==> config.mk <==
export PLATFORM = sky130hd
export DESIGN_NAME = sync_length_crc_frame_parser_flat
export DESIGN_NICKNAME = d
export VERILOG_FILES = /design/src/rtl/core/slcfp_pkg.sv /design/src/rtl/core/slcfp_if.sv /design/src/rtl/core/sync_length_crc_frame_parser.sv /design/src/rtl/core/slcfp_cfg_regs.sv /design/src/rtl/core/slcfp_parse_core.sv /design/src/flat_wrapper.sv
export SDC_FILE = /design/constraint.sdc
export NUM_CORES = 1
export LEC_CHECK = 0
export BUFFER_PORTS_ARGS = -buffer_cell sky130_fd_sc_hd__buf_4
export CORE_AREA = 3 3 159 161
export CTS_CLUSTER_SIZE = 28
export DETAILED_ROUTE_END_ITERATION = 8
export DIE_AREA = 0 0 162 164
export PLACE_DENSITY = 0.81
export SYNTH_ARGS = -nofsm -noshare
export SYNTH_HDL_FRONTEND = slang
export SYNTH_SLANG_ARGS = --single-unit
==> constraint.sdc <==
create_clock -name clk -period 6.2 [get_ports clk]
set_input_delay 0.93 -clock clk [delete_from_list [all_inputs] [get_ports clk]]
set_output_delay 0.93 -clock clk [all_outputs]
set_load 0.1 [all_outputs]
==> src/rtl/core/slcfp_pkg.sv <==
// ----------------------------------------------------------------------------
// slcfp_pkg
// Shared types, constants and the byte-wide CRC-32 step for the frame parser.
// ----------------------------------------------------------------------------
package slcfp_pkg;

	localparam int FRAME_LENGTH_BITS_DEF = 16;

	localparam int CFG_INDEX_BITS = 3;
	localparam int CFG_DATA_BITS  = 16;

	// register indexes of the configuration port
	localparam logic [CFG_INDEX_BITS-1:0] CFG_SYNC_FIRST  = 3'd0;
	localparam logic [CFG_INDEX_BITS-1:0] CFG_SYNC_SECOND = 3'd1;
	localparam logic [CFG_INDEX_BITS-1:0] CFG_MIN_LENGTH  = 3'd2;
	localparam logic [CFG_INDEX_BITS-1:0] CFG_MAX_LENGTH  = 3'd3;
	localparam logic [CFG_INDEX_BITS-1:0] CFG_TIMEOUT     = 3'd4;

	localparam logic [7:0]  SYNC_FIRST_RST  = 8'hAA;
	localparam logic [7:0]  SYNC_SECOND_RST = 8'h55;
	localparam logic [15:0] MIN_LENGTH_RST  = 16'd4;
	localparam logic [15:0] MAX_LENGTH_RST  = 16'd1024;
	localparam logic [15:0] TIMEOUT_RST     = 16'd0;

	// frame status codes
	localparam logic [1:0] STATUS_GOOD    = 2'd0;
	localparam logic [1:0] STATUS_BAD_CRC = 2'd1;
	localparam logic [1:0] STATUS_BAD_LEN = 2'd2;
	localparam logic [1:0] STATUS_TIMEOUT = 2'd3;

	localparam logic [31:0] CRC_ALL_ONES = 32'hFFFF_FFFF;
	localparam logic [31:0] CRC_POLY     = 32'hEDB8_8320;

	typedef struct packed {
		logic [7:0]  sync_first;
		logic [7:0]  sync_second;
		logic [15:0] min_frame_length;
		logic [15:0] max_frame_length;
		logic [15:0] timeout_ticks;
	} cfg_t;

	typedef struct packed {
		logic       func;
		logic [7:0] data_byte;
	} item_t;

	typedef struct packed {
		logic [7:0]  body_byte;
		logic [15:0] body_index;
		logic        body_valid;
		logic        frame_end;
		logic [1:0]  frame_status;
		logic [15:0] frame_length_out;
	} result_t;

	// reflected CRC-32, one byte, LSB first
	function automatic logic [31:0] crc_byte(input logic [31:0] crc, input logic [7:0] b);
		logic [31:0] c;
		c = crc ^ {24'd0, b};
		for (int k = 0; k < 8; k++) begin
			c = c[0] ? ((c >> 1) ^ CRC_POLY) : (c >> 1);
		end
		return c;
	endfunction

endpackage

==> src/rtl/core/slcfp_if.sv <==
// ----------------------------------------------------------------------------
// slcfp_if
// Valid/ready channels of the frame parser: item requests and result requests.
// ----------------------------------------------------------------------------
interface slcfp_item_if;
	logic       valid;
	logic       ready;
	logic       func;
	logic [7:0] data_byte;

	modport source (output valid, output func, output data_byte, input ready);
	modport sink   (input valid, input func, input data_byte, output ready);
endinterface

interface slcfp_result_if;
	logic        valid;
	logic        ready;
	logic [7:0]  body_byte;
	logic [15:0] body_index;
	logic        body_valid;
	logic        frame_end;
	logic [1:0]  frame_status;
	logic [15:0] frame_length_out;

	modport source (output valid, output body_byte, output body_index, output body_valid,
		output frame_end, output frame_status, output frame_length_out, input ready);
	modport sink   (input valid, input body_byte, input body_index, input body_valid,
		input frame_end, input frame_status, input frame_length_out, output ready);
endinterface

==> src/rtl/core/sync_length_crc_frame_parser.sv <==
// ----------------------------------------------------------------------------
// sync_length_crc_frame_parser
// Sync-hunting, length-prefixed byte deframer with CRC-32 frame check.
// ----------------------------------------------------------------------------
// Usage:
//  - item channel: one request per received byte (func 0) or per 1 ms tick
//    (func 1). Ticks never give a result.
//  - result channel: at most one request per item: a body byte with its
//    index, a frame close (last body byte, good or bad CRC), or an abort
//    (length out of range, timeout).
//  - cfg_we writes cfg_data to the register that cfg_index selects; write
//    only while the block is idle. Indexes above 4 are ignored.
// Timing:
//  - an accepted item is held in the input register, then the parser
//    logic (byte-wide CRC step, length and CRC compares) settles it into
//    the result register, from which the receiver takes it.
//  - throughput is one item per cycle while the receiver takes results.
// Reset: parser hunts for the first sync byte, CRC preset to all ones,
//  registers return to their defaults, both channel stages empty.
// Stall: a held result blocks the input stage only; one more item is still
//  taken into the input register, then item.ready drops until the result
//  is taken.
// ----------------------------------------------------------------------------
module sync_length_crc_frame_parser #(
	parameter int FRAME_LENGTH_BITS = slcfp_pkg::FRAME_LENGTH_BITS_DEF
) (
	input  logic                                clk,
	input  logic                                arst_n,
	input  logic                                cfg_we,
	input  logic [slcfp_pkg::CFG_INDEX_BITS-1:0] cfg_index,
	input  logic [slcfp_pkg::CFG_DATA_BITS-1:0]  cfg_data,
	slcfp_item_if.sink                          item,
	slcfp_result_if.source                      result
);

	slcfp_pkg::cfg_t    cfg;
	slcfp_pkg::item_t   item_s1;
	logic               valid_s1;
	slcfp_pkg::result_t res;
	slcfp_pkg::result_t result_q;
	logic               res_valid_q;
	logic               emit;
	logic               step;

	slcfp_cfg_regs u_cfg (
		.clk       (clk),
		.arst_n    (arst_n),
		.cfg_we    (cfg_we),
		.cfg_index (cfg_index),
		.cfg_data  (cfg_data),
		.cfg       (cfg)
	);

	// the stage item moves on when the result slot is free or being emptied
	assign step       = valid_s1 && (!res_valid_q || result.ready);
	assign item.ready = !valid_s1 || step;

	slcfp_parse_core #(
		.FRAME_LENGTH_BITS (FRAME_LENGTH_BITS)
	) u_core (
		.clk    (clk),
		.arst_n (arst_n),
		.step   (step),
		.item   (item_s1),
		.cfg    (cfg),
		.emit   (emit),
		.res    (res)
	);

	// control: stage occupancy
	always_ff @(posedge clk or negedge arst_n) begin
		if (!arst_n) begin
			valid_s1    <= 1'b0;
			res_valid_q <= 1'b0;
		end else begin
			if (item.valid && item.ready) valid_s1 <= 1'b1;
			else if (step) valid_s1 <= 1'b0;
			if (step && emit) res_valid_q <= 1'b1;
			else if (result.ready) res_valid_q <= 1'b0;
		end
	end

	// payload
	always_ff @(posedge clk) begin
		if (item.valid && item.ready) begin
			item_s1.func      <= item.func;
			item_s1.data_byte <= item.data_byte;
		end
		if (step && emit) result_q <= res;
	end

	assign result.valid            = res_valid_q;
	assign result.body_byte        = result_q.body_byte;
	assign result.body_index       = result_q.body_index;
	assign result.body_valid       = result_q.body_valid;
	assign result.frame_end        = result_q.frame_end;
	assign result.frame_status     = result_q.frame_status;
	assign result.frame_length_out = result_q.frame_length_out;

endmodule

==> src/rtl/core/slcfp_cfg_regs.sv <==
// ----------------------------------------------------------------------------
// slcfp_cfg_regs
// Configuration register file, write only.
// ----------------------------------------------------------------------------
module slcfp_cfg_regs (
	input  logic                                clk,
	input  logic                                arst_n,
	input  logic                                cfg_we,
	input  logic [slcfp_pkg::CFG_INDEX_BITS-1:0] cfg_index,
	input  logic [slcfp_pkg::CFG_DATA_BITS-1:0]  cfg_data,
	output slcfp_pkg::cfg_t                     cfg
);

	slcfp_pkg::cfg_t cfg_q;

	always_ff @(posedge clk or negedge arst_n) begin
		if (!arst_n) begin
			cfg_q.sync_first       <= slcfp_pkg::SYNC_FIRST_RST;
			cfg_q.sync_second      <= slcfp_pkg::SYNC_SECOND_RST;
			cfg_q.min_frame_length <= slcfp_pkg::MIN_LENGTH_RST;
			cfg_q.max_frame_length <= slcfp_pkg::MAX_LENGTH_RST;
			cfg_q.timeout_ticks    <= slcfp_pkg::TIMEOUT_RST;
		end else if (cfg_we) begin
			case (cfg_index)
				slcfp_pkg::CFG_SYNC_FIRST:  cfg_q.sync_first       <= cfg_data[7:0];
				slcfp_pkg::CFG_SYNC_SECOND: cfg_q.sync_second      <= cfg_data[7:0];
				slcfp_pkg::CFG_MIN_LENGTH:  cfg_q.min_frame_length <= cfg_data;
				slcfp_pkg::CFG_MAX_LENGTH:  cfg_q.max_frame_length <= cfg_data;
				slcfp_pkg::CFG_TIMEOUT:     cfg_q.timeout_ticks    <= cfg_data;
				default: ;
			endcase
		end
	end

	assign cfg = cfg_q;

endmodule

==> src/rtl/core/slcfp_parse_core.sv <==
// ----------------------------------------------------------------------------
// slcfp_parse_core
// Deframer state and the single-pass next-state/result logic for one item.
// ----------------------------------------------------------------------------
module slcfp_parse_core #(
	parameter int FRAME_LENGTH_BITS = slcfp_pkg::FRAME_LENGTH_BITS_DEF
) (
	input  logic                 clk,
	input  logic                 arst_n,
	input  logic                 step,
	input  slcfp_pkg::item_t     item,
	input  slcfp_pkg::cfg_t      cfg,
	output logic                 emit,
	output slcfp_pkg::result_t   res
);

	typedef enum logic [1:0] {
		PH_SYNC1,
		PH_SYNC2,
		PH_LENGTH,
		PH_BODY
	} phase_t;

	localparam logic [32:0] LEN_LIMIT = (33'd1 << FRAME_LENGTH_BITS) - 33'd1;

	phase_t      phase_q, phase_d;
	logic [15:0] pos_q, pos_d;
	logic [31:0] lshift_q, lshift_d;
	logic [15:0] len_q, len_d;
	logic [31:0] crc_q, crc_d;
	logic [31:0] tail_q, tail_d;
	logic [15:0] ticks_q, ticks_d;

	logic [31:0] fl;
	logic [31:0] crc_upd;
	logic [31:0] tail_upd;
	logic [15:0] pos_inc;
	logic        len_bad;

	assign fl       = {item.data_byte, lshift_q[31:8]};
	assign tail_upd = {item.data_byte, tail_q[31:8]};
	assign crc_upd  = slcfp_pkg::crc_byte(crc_q, item.data_byte);
	assign pos_inc  = pos_q + 16'd1;
	assign len_bad  = (fl < 32'd4) || (fl < {16'd0, cfg.min_frame_length})
		|| (fl > {16'd0, cfg.max_frame_length}) || ({1'b0, fl} > LEN_LIMIT);

	always_comb begin
		phase_d  = phase_q;
		pos_d    = pos_q;
		lshift_d = lshift_q;
		len_d    = len_q;
		crc_d    = crc_q;
		tail_d   = tail_q;
		ticks_d  = ticks_q;
		emit     = 1'b0;
		res      = '0;
		if (item.func) begin
			if (ticks_q != 16'hFFFF) ticks_d = ticks_q + 16'd1;
		end else begin
			case (phase_q)
				PH_SYNC1: begin
					if (item.data_byte == cfg.sync_first) phase_d = PH_SYNC2;
				end
				PH_SYNC2: begin
					if (item.data_byte == cfg.sync_second) begin
						phase_d  = PH_LENGTH;
						pos_d    = 16'd0;
						lshift_d = 32'd0;
						crc_d    = slcfp_pkg::CRC_ALL_ONES;
					end else if (item.data_byte != cfg.sync_first) begin
						phase_d = PH_SYNC1;
					end
				end
				PH_LENGTH: begin
					lshift_d = fl;
					crc_d    = crc_upd;
					pos_d    = pos_inc;
					if (pos_inc >= 16'd4) begin
						if (len_bad) begin
							phase_d              = PH_SYNC1;
							emit                 = 1'b1;
							res.frame_end        = 1'b1;
							res.frame_status     = slcfp_pkg::STATUS_BAD_LEN;
							res.frame_length_out = (fl > 32'h0000_FFFF) ? 16'hFFFF : fl[15:0];
						end else begin
							len_d   = fl[15:0];
							pos_d   = 16'd0;
							tail_d  = 32'd0;
							ticks_d = 16'd0;
							phase_d = PH_BODY;
						end
					end
				end
				PH_BODY: begin
					emit                 = 1'b1;
					res.frame_length_out = len_q;
					if ((cfg.timeout_ticks != 16'd0) && (ticks_q > cfg.timeout_ticks)) begin
						phase_d          = PH_SYNC1;
						res.frame_end    = 1'b1;
						res.frame_status = slcfp_pkg::STATUS_TIMEOUT;
					end else begin
						// last four body bytes are the received CRC
						if (pos_q < (len_q - 16'd4)) crc_d = crc_upd;
						else tail_d = tail_upd;
						pos_d          = pos_inc;
						res.body_byte  = item.data_byte;
						res.body_index = pos_q;
						res.body_valid = 1'b1;
						if (pos_inc == len_q) begin
							phase_d          = PH_SYNC1;
							res.frame_end    = 1'b1;
							res.frame_status = ((crc_q ^ slcfp_pkg::CRC_ALL_ONES) == tail_upd)
								? slcfp_pkg::STATUS_GOOD : slcfp_pkg::STATUS_BAD_CRC;
						end
					end
				end
				default: phase_d = PH_SYNC1;
			endcase
		end
	end

	always_ff @(posedge clk or negedge arst_n) begin
		if (!arst_n) begin
			phase_q  <= PH_SYNC1;
			pos_q    <= 16'd0;
			lshift_q <= 32'd0;
			len_q    <= 16'd0;
			crc_q    <= slcfp_pkg::CRC_ALL_ONES;
			tail_q   <= 32'd0;
			ticks_q  <= 16'd0;
		end else if (step) begin
			phase_q  <= phase_d;
			pos_q    <= pos_d;
			lshift_q <= lshift_d;
			len_q    <= len_d;
			crc_q    <= crc_d;
			tail_q   <= tail_d;
			ticks_q  <= ticks_d;
		end
	end

endmodule
==> src/flat_wrapper.sv <==
// flat-port wrapper written by rule: the top's interface ports become plain ports
module sync_length_crc_frame_parser_flat 
#(
	parameter int FRAME_LENGTH_BITS = slcfp_pkg::FRAME_LENGTH_BITS_DEF
)
  (clk, arst_n, cfg_we, cfg_index, cfg_data, item_valid, item_func, item_data_byte, item_ready, result_valid, result_body_byte, result_body_index, result_body_valid, result_frame_end, result_frame_status, result_frame_length_out, result_ready);
  slcfp_item_if item_i ();
  slcfp_result_if result_i ();
  input  logic clk;
  input  logic arst_n;
  input  logic cfg_we;
  input  logic [slcfp_pkg::CFG_INDEX_BITS-1:0] cfg_index;
  input  logic [slcfp_pkg::CFG_DATA_BITS-1:0] cfg_data;
  input wire logic [$bits(item_i.valid)-1:0] item_valid;
  input wire logic [$bits(item_i.func)-1:0] item_func;
  input wire logic [$bits(item_i.data_byte)-1:0] item_data_byte;
  output wire logic [$bits(item_i.ready)-1:0] item_ready;
  output wire logic [$bits(result_i.valid)-1:0] result_valid;
  output wire logic [$bits(result_i.body_byte)-1:0] result_body_byte;
  output wire logic [$bits(result_i.body_index)-1:0] result_body_index;
  output wire logic [$bits(result_i.body_valid)-1:0] result_body_valid;
  output wire logic [$bits(result_i.frame_end)-1:0] result_frame_end;
  output wire logic [$bits(result_i.frame_status)-1:0] result_frame_status;
  output wire logic [$bits(result_i.frame_length_out)-1:0] result_frame_length_out;
  input wire logic [$bits(result_i.ready)-1:0] result_ready;
  assign item_i.valid = item_valid;
  assign item_i.func = item_func;
  assign item_i.data_byte = item_data_byte;
  assign item_ready = item_i.ready;
  assign result_valid = result_i.valid;
  assign result_body_byte = result_i.body_byte;
  assign result_body_index = result_i.body_index;
  assign result_body_valid = result_i.body_valid;
  assign result_frame_end = result_i.frame_end;
  assign result_frame_status = result_i.frame_status;
  assign result_frame_length_out = result_i.frame_length_out;
  assign result_i.ready = result_ready;
  sync_length_crc_frame_parser #(.FRAME_LENGTH_BITS(FRAME_LENGTH_BITS)) u_core (.clk(clk), .arst_n(arst_n), .cfg_we(cfg_we), .cfg_index(cfg_index), .cfg_data(cfg_data), .item(item_i), .result(result_i));
endmodule
# Word level (Yosys, flattened, before mapping)
# Cells that the tools add are included.
# op_classes
n_addsub	3
n_mul	0
n_div	0
magnitude_cmp	8
n_eq_ne	24
shifts	0
muxes	53
n_bitwise	13
n_reduce_logical	35
# op_table
op	count
$mux 32	16
$mux 16	10
$pmux 32 s2	2
$not 13->14	8
$pmux 32 s3	1
$gt 32x16->1 const B	2
$pmux 16 s3	1
$mux 19	2
$pmux 19 s2	1
$add 16x1->16 const B	2
$eq 32x32->1	1
$gt 32x16->1	1
$lt 32x16->1	1
$lt 32x3->1 const B	1
$not 32->32	1
$xor 32x8->32	1
$eq 16x16->1	1
$eq 8x8->1	2
$ge 16x3->1 const B	1
$gt 16x16->1	1
$lt 16x16->1	1
$ne 16x16->1 const B	1
$ne 2x2->1 const B	8
$reduce_bool 16->1	1
29 further kinds	69
# word_totals
register_bits	265
latch_bits	0
ram_bits	0
rom_bits	0
in_bits	33
output_inout_bits	46
wordCells	158
memories	0

# Logic depth before layout (Yosys ltp)
# depth
depth_word	20
mapped_depth	16
depth_no_buf	14

# Hierarchy
# From an unflattened synthesis, not the netlist that was laid out.
# hier_totals
cells_unflattened	1277
hier_area_um2	13927.1
# by_module_without_submodules
module	n_inst	cells_each	area_each_um2	seq_area_each_um2
slcfp_parse_core	1	1075	9778.1	3293.2
slcfp_cfg_regs	1	139	2446.1	1614.0
sync_length_crc_frame_parser	1	63	1702.9	1641.6

# Worst setup path before layout
# OpenSTA, ideal clock, no wires.
# synth_path
path_kind	flip-flop to flip-flop
start	register u_core.u_cfg.cfg_q, in the netlist u_core.u_cfg.cfg[26]
end	register u_core.result_q, in the netlist u_core.result.body_byte[0], enable pin
setup_time_ns	0.463
arrival_ns	4.111
required_ns	5.737
setup_slack_ns	1.626
path_stages_with_launch	9
period_less_slack_ns	4.574
cell_sequence	dfstp_2 -> inv_1 -> ha_1 -> nand4_1 -> nor4_1 -> a21boi_0 -> o31a_1 -> o2bb2ai_1 -> a21oi_1
# synth_via
elab_chain_cells	8
# synth_rtl
element	line_no	rtl
start: declaration	slcfp_cfg_regs.sv:14	slcfp_pkg::cfg_t cfg_q;
$gt 32x16->1	slcfp_parse_core.sv:45	|| (fl > {16'd0, cfg.max_frame_length}) || ({1'b0, fl} > LEN_LIMIT);
$logic_or 1x1->1 (2 in series)	slcfp_parse_core.sv:45	
$mux 1	slcfp_parse_core.sv:79	if (len_bad) begin
$mux 1	slcfp_parse_core.sv:78	if (pos_inc >= 16'd4) begin
$pmux 1 s2	slcfp_parse_core.sv:60	case (phase_q)
$mux 1	slcfp_parse_core.sv:57	if (item.func) begin
$logic_and 1x1->1	sync_length_crc_frame_parser.sv:89	if (step && emit) result_q <= res;
end signal: assignment	sync_length_crc_frame_parser.sv:89	
end: declaration	sync_length_crc_frame_parser.sv:40	slcfp_pkg::result_t result_q;
# No other way between the ends.
# A chain may end at the register's enable or synchronous reset.

# Final worst setup path
# layout_path
start	register u_core.u_core.len_q[4]
end	register u_core.u_core.tail_q[25]
# layout_via
elab_chain_cells	4
# layout_rtl
element	line_no	rtl
start: declaration	slcfp_parse_core.sv:29	logic [15:0] len_q, len_d;
start signal: assignment	slcfp_parse_core.sv:135	len_q <= len_d;
$sub 16x3->16	slcfp_parse_core.sv:103	if (pos_q < (len_q - 16'd4)) crc_d = crc_upd;
$lt 16x16->1	slcfp_parse_core.sv:103	
$ne 2x2->1 (no line)	--	
$reduce_and 7->1 (no line)	--	
end signal: assignment	slcfp_parse_core.sv:137	tail_q <= tail_d;
end: declaration	slcfp_parse_core.sv:31	logic [31:0] tail_q, tail_d;
# No other way between the ends.

==> results.sh <==
export IMPL_result_of_the_run="complete, no violations"
export IMPL_layout_nets=1441
export IMPL_critical_path_class="reg2reg"
export IMPL_via_count_of_the_first_global_routing_pass=10290
export IMPL_finalHoldViolCount=0
export IMPL_synth_yosys_seq_area_share=0.4716
export IMPL_hold_path_startpoint="u_core.u_cfg.cfg[25]$_DFFE_PN0P_"
export IMPL_maxCapViolCount=0
export IMPL_critPathCaptureType="register"
export IMPL_final_common_cell="sky130_fd_sc_hd__dfrtp_1"
export IMPL_ys_async_sr_fraction=0.7871
export IMPL_worstReg2RegEnd="u_core.u_core.tail_q[25]$_DFFE_PN0P_"
export IMPL_remaining_design_rule_violation_count=0
export IMPL_power_static_leakage_uw=0.006719
export IMPL_drt_pass1_iter_count=5
export IMPL_synth_top_area_frac=0.2775
export IMPL_antenna_cells=0
export IMPL_drt_wl_total_um=33340
export IMPL_drive_above_1_share=0.2069
export IMPL_cts_buffers_inserted=27
export IMPL_die_y_um=164
export IMPL_final_max_slew_violation_count=0
export IMPL_dp_cells=1637
export IMPL_cts_htree_levels=1
export IMPL_min_delay_path_depth=1
export IMPL_max_freq_mhz=224.2
export IMPL_min_delay_worst_endpoint="u_core.u_cfg.cfg[25]$_DFFE_PN0P_"
export IMPL_die_width_um=162
export IMPL_cts_repair_resized=0
export IMPL_most_instantiated_flip_flop_cell_in_the_synthesis_netlist="sky130_fd_sc_hd__dfrtp_1"
export IMPL_setup_violations=0
export IMPL_initial_antenna_violation_count=0
export IMPL_fp_row_count=57
export IMPL_ys_warn_count=0
export IMPL_syn_avg_cell_area_um2=10.71
export IMPL_grt_max_degree=122
export IMPL_groute_usage_overall=0.2543
export IMPL_cts_tree="built"
export IMPL_cts_sinks=249
export IMPL_critical_path_reg2reg_startpoint="u_core.u_core.len_q[4]$_DFFE_PN0P_"
export IMPL_largest_buffer_count_on_any_clock_path=3
export IMPL_layout_cells_most_common_list="154 x sky130_fd_sc_hd__dfrtp_1, 121 x sky130_fd_sc_hd__nand2_1, 112 x sky130_fd_sc_hd__xnor2_1, 90 x sky130_fd_sc_hd__buf_4, 72 x sky130_fd_sc_hd__mux2_2"
export IMPL_setup_tns_ns=0
export IMPL_vdd_ir_drop_max_mv=0.3542
export IMPL_place_port_buffers=78
export IMPL_wire_per_inst_um=19.76
export IMPL_clk_insertion_delay_late_ns=0.54
export IMPL_synth_edff_count=53
export IMPL_postCtsSetupRepairBufs=0
export IMPL_top_fanout_value_on_the_critical_path=24
export IMPL_tightest_slew_ns=1.327
export IMPL_finalWorstSetupSlack_ns=1.739
export IMPL_synthesis_nets=1396
export IMPL_r2r_cells=13
export IMPL_place_hpwl_um=22810
export IMPL_first_pass_grt_wire_length_um=54530
export IMPL_viasPerCell=5.996
export IMPL_grt_remaining_overflow=0
export IMPL_rsz0062_at_grt="no"
export IMPL_worstSetupStartpointType="register"
export IMPL_placeableCoreArea_um2=24110
export IMPL_worst_ep_arrival_time_ns=4.93
export IMPL_netlist_cell_type_count=70
export IMPL_hold_class="reg2reg"
export IMPL_fp_dieArea_um2=26570
export IMPL_route_vias_total=10120
export IMPL_power_per_cell_area_nw_per_um2=444.5
export IMPL_dr_first_iter_drc_count=774
export IMPL_route_antenna_remaining_nets=0
export IMPL_place_congestion=0.9417
export IMPL_areaGrowthSynthToFinish_pct=12.47
export IMPL_clock_root_buffer="sky130_fd_sc_hd__clkbuf_16"
export IMPL_final_min_clock_period_ns=4.461
export IMPL_dpl_worst_slack_ns=1.820
export IMPL_max_transition_margin=0.1120
export IMPL_netlist_instances=1297
export IMPL_worst_ep_required_time_ns=6.67
export IMPL_count_of_boundary_i_o_pins=79
export IMPL_skew_ns=0.008203
export IMPL_cts_hold_fix_buffers=0
export IMPL_ys_top_cells_by_area="sky130_fd_sc_hd__dfrtp_1 28%, sky130_fd_sc_hd__edfxtp_1 11%, sky130_fd_sc_hd__dfstp_2 7.9%"
export IMPL_layout_worst_path_cycle_share=0.7196
export IMPL_r2r_setup_slack_ns=1.74
export IMPL_effective_utilization_at_floorplan=0.5761
export IMPL_final_util=0.6479
export IMPL_clk_transition_reported_paths_ns=0.06
export IMPL_layout_cells_non_filler=1687
export IMPL_synth_largest_area_cell="sky130_fd_sc_hd__dfrtp_1"
export IMPL_count_of_state_elements_after_synthesis=249
export IMPL_summed_instance_area_of_the_synthesized_netlist_um2=13890
cell type report:
type	instances	area, um2
multi-input cells	911	6792
clock inverters	14	181.4
flip-flops and latches	249	6549
inverters	62	232.7
clock buffers	36	769.5
repair buffers	91	689.4
fillers	1922	8487
well taps	324	405.4
how the worst max path moves through the flow:
| stage | from | end | slack [ns] |
|---|---|---|---|
| final | u_core.u_core.len_q[4]$_DFFE_PN0P_ | u_core.u_core.tail_q[25]$_DFFE_PN0P_ | 1.74 |
| after global routing | u_core.u_core.len_q[4]$_DFFE_PN0P_ | u_core.u_core.tail_q[22]$_DFFE_PN0P_ | 1.44 |
| after CTS | u_core.u_core.len_q[4]$_DFFE_PN0P_ | u_core.u_core.tail_q[25]$_DFFE_PN0P_ | 1.79 |
| after detailed placement | u_core.u_core.len_q[4]$_DFFE_PN0P_ | u_core.u_core.tail_q[19]$_DFFE_PN0P_ | 1.82 |
| after global placement | u_core.u_core.len_q[4]$_DFFE_PN0P_ | u_core.u_core.tail_q[26]$_DFFE_PN0P_ | 1.87 |
| after floorplan | u_core.u_cfg.cfg[26]$_DFFE_PN1P_ | u_core.result.body_byte[0]$_SDFFCE_PP0P_ | 1.63 |
cell usage after synthesis (44+ instances only):
cell                       count
sky130_fd_sc_hd__inv_1        62
sky130_fd_sc_hd__xor2_1       46
sky130_fd_sc_hd__clkbuf_1     44
sky130_fd_sc_hd__edfxtp_1     53
sky130_fd_sc_hd__mux2_2       72
sky130_fd_sc_hd__ha_1         66
sky130_fd_sc_hd__a22o_1       50
sky130_fd_sc_hd__nand2_1     121
sky130_fd_sc_hd__o21ai_0      56
sky130_fd_sc_hd__xnor2_1     112
sky130_fd_sc_hd__dfrtp_1     154
sky130_fd_sc_hd__nor2_1       58
worst max-delay path, cell delays in order, from the launching register on:
cell and delay (ns):
sky130_fd_sc_hd__dfrtp_1 0.46, sky130_fd_sc_hd__or4_1 0.60, sky130_fd_sc_hd__nor3_1 0.21, sky130_fd_sc_hd__nor4b_1 0.59
sky130_fd_sc_hd__nand2_1 0.14, sky130_fd_sc_hd__xor2_1 0.18, sky130_fd_sc_hd__ha_1 0.30, sky130_fd_sc_hd__a21o_1 0.16
sky130_fd_sc_hd__a21o_1 0.17, sky130_fd_sc_hd__a21oi_1 0.14, sky130_fd_sc_hd__o21a_1 0.19, sky130_fd_sc_hd__a21oi_1 0.10
sky130_fd_sc_hd__o221ai_2 0.87, sky130_fd_sc_hd__a22o_1 0.29
power breakdown:
part	total [uW]	internal, uW	leakage [uW]	switching [uW]
clock	1700	1040	0.000466	665
combinational	2620	1250	0.00335	1370
sequential	2610	2150	0.00290	465
total	6940	4440	0.00672	2500
flip-flops by register name (all words and copies together), names as in the netlist, 2 cells and up:
name / count
u_core.item_s1: 9
u_core.u_core.phase_q: 2
u_core.result.body_byte: 8
u_core.result.frame_length_out: 16
u_core.u_core.crc_q: 32
u_core.u_cfg.cfg: 64
u_core.u_core.pos_q: 16
u_core.u_core.len_q: 16
u_core.u_core.ticks_q: 16
u_core.u_core.tail_q: 24
u_core.u_core.lshift_q: 24
u_core.result.frame_status: 2
u_core.result.body_index: 16
layer usage:
metal,wire length [um],track usage
met5,0,0
met4,1127,0.08530
met3,1915,0.03682
met2,15760,0.4207
met1,14540,0.3474
kinds of logic after synthesis:
logic type                 count (synthesis)  synth area share
DFF                                      249            0.4716
buffers and inverters                    137           0.04190
AOI/OAI and AO/OA                        216            0.1118
muxes                                     83           0.06983
adders and majority gates                 66           0.05946
and+or+nand+nor                          388            0.1458
xor gates and xnor gates                 158           0.09965
per-stage QoR:
step	instance area (um2)	hold slack, ns	total power (uW)
5_1_grt	15620	0.5161	7382
6_report	15620	0.5069	6942
3_5_place_dp	14670	0.4932	5234
4_1_cts	15620	0.5069	6964
2_1_floorplan	13890	0.4794	4637
3_3_place_gp	14670	0.4874	5135
(Power assumes the default switching activity.)
